`src/rtl/sitl_ram.sv`:
```
// Generic single-write, single-read RAM with registered read data.
// No dependencies.
module sitl_ram #(
  parameter int unsigned WIDTH = 8,
  parameter int unsigned DEPTH = 16
) (
  input  logic                     clk_i,
  input  logic                     we_i,
  input  logic [$clog2(DEPTH)-1:0] waddr_i,
  input  logic [WIDTH-1:0]         wdata_i,
  input  logic [$clog2(DEPTH)-1:0] raddr_i,
  output logic [WIDTH-1:0]         rdata_o
);

  logic [WIDTH-1:0] mem_q [DEPTH];

  always_ff @(posedge clk_i) begin
    if (we_i) begin
      mem_q[waddr_i] <= wdata_i;
    end
    rdata_o <= mem_q[raddr_i];
  end

endmodule

```
`config.mk`:
```
export PLATFORM = sky130hd
export DESIGN_NAME = sitl_ram
export DESIGN_NICKNAME = d
export VERILOG_FILES = /design/src/rtl/sitl_ram.sv
export SDC_FILE = /design/constraint.sdc
export NUM_CORES = 1
export LEC_CHECK = 0
export ABC_CLOCK_PERIOD_IN_PS = 2500
export BUFFER_PORTS_ARGS = -buffer_cell sky130_fd_sc_hd__buf_4
export CAP_MARGIN = 25
export CORE_MARGIN = 2
export CORE_UTILIZATION = 45
export DETAILED_ROUTE_END_ITERATION = 8
export PLACE_DENSITY = 0.64
export SLEW_MARGIN = 20
export SYNTH_ARGS = -nofsm -noshare
export SYNTH_HDL_FRONTEND = slang
export SYNTH_SLANG_ARGS = --single-unit
```
`constraint.sdc`:
```
create_clock -name clk_i -period 2.5 [get_ports clk_i]
set_clock_uncertainty 0.2 [all_clocks]
set_input_delay 0 -clock clk_i [delete_from_list [all_inputs] [get_ports clk_i]]
set_output_delay 0 -clock clk_i [all_outputs]
set_load 0.01 [all_outputs]
```
==> results of run 1 <==
==> metal layers <==
| layer | GRT usage [%] | wire length [µm] | vias up | share of wire, % |
|---|---|---|---|---|
| met5 | 0 | 0 | - | 0 |
| met4 | 6.750 | 121 | 0 | 1.3 |
| met3 | 4.702 | 612 | 8 | 6.3 |
| met2 | 26.13 | 4773 | 67 | 49 |
| met1 | 22.65 | 4162 | 1261 | 43 |
| li1 | - | - | 1098 | - |
==> worst max-delay path: stages <==
cell,delay [ps]
dlygate4sd3_1,540
buf_4,140
or3b_2,500
nor3_1,160
dlygate4sd3_1,580
buf_4,180
==> how the worst min path moves through the flow <==
stage          depth (start not counted)        from  slack [ps]                     to
6_report                               3  waddr_i[2]          20  mem_q[7][5]$_DFFE_PP_
4_1_cts                                3  waddr_i[2]           2  mem_q[7][5]$_DFFE_PP_
5_1_grt                                3  waddr_i[2]          70  mem_q[7][5]$_DFFE_PP_
3_5_place_dp                           1  wdata_i[1]         120  mem_q[5][1]$_DFFE_PP_
3_3_place_gp                           1  wdata_i[1]         110  mem_q[5][1]$_DFFE_PP_
2_1_floorplan                          0  wdata_i[0]        -100  mem_q[0][0]$_DFFE_PP_
==> through the flow <==
stage | util, % | area (µm²) | cells | power [mW] | hold WS [ps]
2_1_floorplan | - | 5147 | 229 | 2.744 | -101.1
3_3_place_gp | 49.02 | 5525 | 400 | 2.857 | 107.9
3_5_place_dp | 49.02 | 5525 | 400 | 2.863 | 116.7
4_1_cts | 55.10 | 6211 | 446 | 5.160 | 1.996
5_1_grt | 55.10 | 6211 | 446 | 5.282 | 71.68
6_report | 55.10 | 6211 | 446 | 5.115 | 20.33
==> cell usage in the layout (no fill, tap or decap) <==
master,n
a22oi_1,16
clkbuf_1,3
dlygate4sd3_1,14
nor2_1,13
dfxtp_1,8
edfxtp_1,128
nor3_1,4
clkinv_1,3
and2_1,1
nand2b_1,2
mux4_1,14
or3b_2,1
and2b_1,1
buf_4,38
mux4_2,18
clkinv_2,6
clkinvlp_4,1
nand2_1,9
bufinv_16,2
nand3b_1,2
nor2b_1,1
nand3_1,1
clkbuf_16,17
==> layout make-up <==
| class | instances | area [µm²] |
|---|---|---|
| Timing Repair Buffer | 52 | 425.4 |
| Clock buffer | 20 | 436.7 |
| Tap cell | 143 | 178.9 |
| Clock inverter | 12 | 108.9 |
| Multi-Input combinational cell | 83 | 1057 |
| Fill cell | 871 | 5061 |
| Sequential cell | 136 | 4004 |
==> power by group through the flow <==
stage               clock network, mW  logic (mW)  registers [mW]
floorplan                           0       0.129            2.61
global placement                    0       0.245            2.61
detailed placement                  0       0.249            2.61
CTS                              2.33       0.266            2.57
global route                     2.43       0.284            2.57
finish                           2.29       0.261            2.57
==> what timing repair did <==
action                    in CTS  in global routing
buffers inserted               0                  0
hold buffers                  14                  0
hold endpoints to repair     172                  0
==> cells by family (layout without fill, tap and decap cells) <==
| group | Yosys count | count (layout) | share of synthesized area [%] |
|---|---|---|---|
| simple gates | 35 | 35 | 3.184 |
| flops | 136 | 136 | 77.78 |
| buf+inv | 10 | 84 | 1.677 |
| mux | 32 | 32 | 15.02 |
| compound gates | 16 | 16 | 2.334 |
==> registers in the layout, indices dropped and copies added, names as in the netlist <==
register  count
mem_q       128
rdata_o       8
==> out/qor.yml, run 1 <==
floorplan:
  die_y_um: 111.0
  die-area_um2: 12310
  io_pins: 26
  std_cell_rows: 39
  core_um2: 11270
  start_util_pct: 45.67
  die_w_um: 111.0
synthesis:
  synthCells: 229
  synth_largest_area_cell: "edfxtp_1"
  synth_area_um2: 5147
  ys.flop_type: "edfxtp_1"
  synth.distinct_cells: 19
  synth.yosys.seq_area_share_pct: 77.78
  synth-edff-count: 128
  synth_nets: 247
  synth_top_area_share_pct: 74.67
  yosysWarnings: 0
  synth-seq-cells: 136
  synthTopCellsByCount: "edfxtp_1, mux4_2, a22oi_1, mux4_1, nor2_1"
  async_reset_ff_share_pct: 0
  synth_most_common_cell: "edfxtp_1"
  ys_top_cells_by_area: "edfxtp_1, mux4_2, mux4_1"
  syn_avg_cell_area_um2: 22.48
timing:
  setup_viol: 0
  hold_viol: 0
  finalWorstSetupSlack_ps: 295.4
  maxSlewHeadroom_pct: 45.31
  fmaxAchievable_mhz: 453.6
  rsz0062_at_grt: "no"
  fin_crit_sh_pct: 88.18
  worst_pin_slew_ps: 817.4
  period_needed_ps: 2205
  slew_violations: 0
  setup_tns_ps: 0
critical_path:
  critPathMaxFanout: 8
  endpoint_kind: "flip-flop"
  crit_start: "waddr_i[3]"
  r2r_cells: 3
  path_class: "input pin to flip-flop"
  r2r_end: "rdata_o[0]$_DFF_P_"
  crit_required_ps: 2410
  r2r_setup_slack_ps: 850
  r2r-start: "mem_q[5][0]$_DFFE_PP_"
  crit_path_start_kind: "input pin"
  worstPathArrival_ps: 2110
  crit_end: "mem_q[0][7]$_DFFE_PP_"
global_route:
  grt_pass1_wl_um: 14600
  grt_overflow: 0
  grt_max_degree: 33
  globalRouteTotalUtil_pct: 16.79
  antenna_found_initial: 0
  first_global_vias: 2467
clocking:
  h-tree-depth: 4
  clock_path_buffers: 2
  clock_latency_ps: 410
  numCtsBuffers: 17
  cts_root_buffer: "clkbuf_16"
  cts_sinks: 136
  cts_tree: "done"
  ctsResizeCount: 0
  clk_pin_slew_ps: 50
pwr:
  internal_power_mw: 4.116
  seqPwrFrac_pct: 50.2
  p_leak_nw: 2.115
  switching_share_pct: 19.52
  vdd_drop_max_uv: 427.8
  powerDensity_nw_per_um2: 823.5
  power_frac_comb_pct: 5.1
  clock_power_share_pct: 44.7
  p_switching_uw: 998.3
drt:
  ant_nets: 0
  dr.pass1.iters: 4
  drc_errors: 0
  num_vias: 2434
  wire_per_inst_um: 21.68
  first_iter_violations: 143
  drt-total-wl_um: 9669
  vias_per_cell: 5.457
run_status:
  status: "completed"
final_layout:
  syn2layout_area_growth_pct: 20.66
  drive_gt1_share_pct: 27.39
  diodes: 0
  fin_nets: 308
placed_design:
  portBuffers: 25
  place_congestion: 0.7745
  dp.final_hpwl_um: 6049
  place_ws_ps: 546.8
min_path:
  min-delay-path-class: "input pin to flip-flop"
job:
  drv_cap: 0
No activity file was read; power rests on OpenSTA's default activity.
==> inputs of run 2 (changes only) <==
CORE_UTILIZATION = 55   (was 45)
PLACE_DENSITY = 0.75   (was 0.64)
==> out/qor.yml, run 2 (same netlist as run 1, synthesis figures left out) <==
timing:
  rsz0062_at_grt: "no"
  whs_ps: 134.3
  fin_crit_sh_pct: 91.55
  fmaxAchievable_mhz: 436.9
  setup_tns_ps: 0
  worst_pin_slew_ps: 781.1
  setup_viol: 0
  hold_viol: 0
  slew_violations: 0
  period_needed_ps: 2289
  maxSlewHeadroom_pct: 47.82
final_layout:
  multi_input_comb_area_um2: 1057
  syn2layout_area_growth_pct: 22.39
  fin_nets: 319
  largest_reg_flops: 128
  final_cell_count_no_fill: 425
  top_register: "mem_q"
  diodes: 0
  final_cell_mix: "edfxtp_1, buf_4, dlygate4sd3_1"
  regArea_um2: 4004
  reg_top3: "mem_q (128), rdata_o (8)"
  final_common_cell: "edfxtp_1"
  drive_gt1_share_pct: 26.75
  fillers: 582
global_route:
  grt_max_degree: 33
  grt_overflow: 0
  globalRouteTotalUtil_pct: 22.34
  antenna_found_initial: 0
  grt_pass1_wl_um: 15440
  first_global_vias: 2614
critical_path:
  crit_required_ps: 2750
  endpoint_kind: "flip-flop"
  r2r_setup_slack_ps: 420
  crit_path_start_kind: "input pin"
  critPathMaxFanout: 7
  path_class: "input pin to flip-flop"
  worstPathArrival_ps: 2540
job:
  drv_cap: 0
floorplan:
  start_util_pct: 56.24
  io_pins: 26
  die_y_um: 100.7
  die_w_um: 100.7
  core_um2: 9153
  std_cell_rows: 35
  die-area_um2: 10150
clocking:
  clock_latency_ps: 510
  numCtsBuffers: 17
  clock_path_buffers: 2
  cts_root_buffer: "clkbuf_8"
  h-tree-depth: 4
  cts_tree: "done"
  clk_pin_slew_ps: 50
  cts_sinks: 136
drt:
  first_iter_violations: 235
  drc_errors: 0
  dr.pass1.iters: 4
  vias_per_cell: 5.819
  ant_nets: 0
  num_vias: 2473
  wire_per_inst_um: 22.93
  drt-total-wl_um: 9746
placed_design:
  dp.final_hpwl_um: 5844
  portBuffers: 25
  place_congestion: 0.7304
  dp_cells: 371
pwr:
  finalPower_mw: 5.183
  p_leak_nw: 2.161
  vdd_drop_max_uv: 514.1
  powerDensity_nw_per_um2: 822.7
min_path:
  min-delay-path-class: "input pin to flip-flop"
run_status:
  status: "completed"
-- run 2: final cells by class --
cell class / count / share of cell area (%)
Multi-Input combinational cell: 83 / 16.78
Sequential cell: 136 / 63.56
Tap cell: 111 / 2.205
Timing Repair Buffer: 63 / 8.580
Clock buffer: 21 / 6.812
Clock inverter: 11 / 2.066
-- run 2: worst paths after layout --
kind                            depth (start not counted)               endpoint              startpoint
worst max-delay path                                    7     rdata_o[1]$_DFF_P_              raddr_i[2]
worst min-delay path                                    2  mem_q[6][4]$_DFFE_PP_              wdata_i[4]
worst max register to register                          4     rdata_o[1]$_DFF_P_   mem_q[1][1]$_DFFE_PP_
worst min register to register                          3     rdata_o[3]$_DFF_P_  mem_q[14][3]$_DFFE_PP_
-- run 2: metrics by stage --
step	cell area (µm²)	worst slack, ps	util (%)
2_1_floorplan	5147	807.1	-
3_3_place_gp	5520	711.8	60.31
3_5_place_dp	5520	675.5	60.31
4_1_cts	6300	270.9	68.83
5_1_grt	6300	140.3	68.83
6_report	6300	211.2	68.83
-- run 2: repair_timing --
| item | in CTS | in global routing |
|---|---|---|
| gates resized for setup | 0 | 0 |
| endpoints found under the hold margin | 264 | 0 |
| hold buffers | 22 | 0 |
| endpoints found under the setup margin | 0 | 0 |
| setup buffers | 0 | 0 |
-- run 2: power by group --
| part | switching, mW | internal [mW] | leakage [nW] | total (mW) |
|---|---|---|---|---|
| Combinational | 0.139 | 0.137 | 0.671 | 0.276 |
| Sequential | 0.0161 | 2.55 | 1.22 | 2.57 |
| Clock | 0.841 | 1.50 | 0.266 | 2.34 |
| Total | 0.996 | 4.19 | 2.16 | 5.18 |
-- run 2: routing by layer --
layer	global-route usage [%]	up-vias	share of wire, %
li1	-	1116	-
met1	31.27	1240	40
met2	33.33	106	52
met3	7.351	11	7.0
met4	8.325	0	1.5
met5	0	-	0
-- run 2: worst max-delay path: stages --
cell	delay (ps)
dlygate4sd3_1	540
buf_4	150
nor2_1	230
dlygate4sd3_1	820
a22oi_1	150
dlygate4sd3_1	590
nand2_1	70
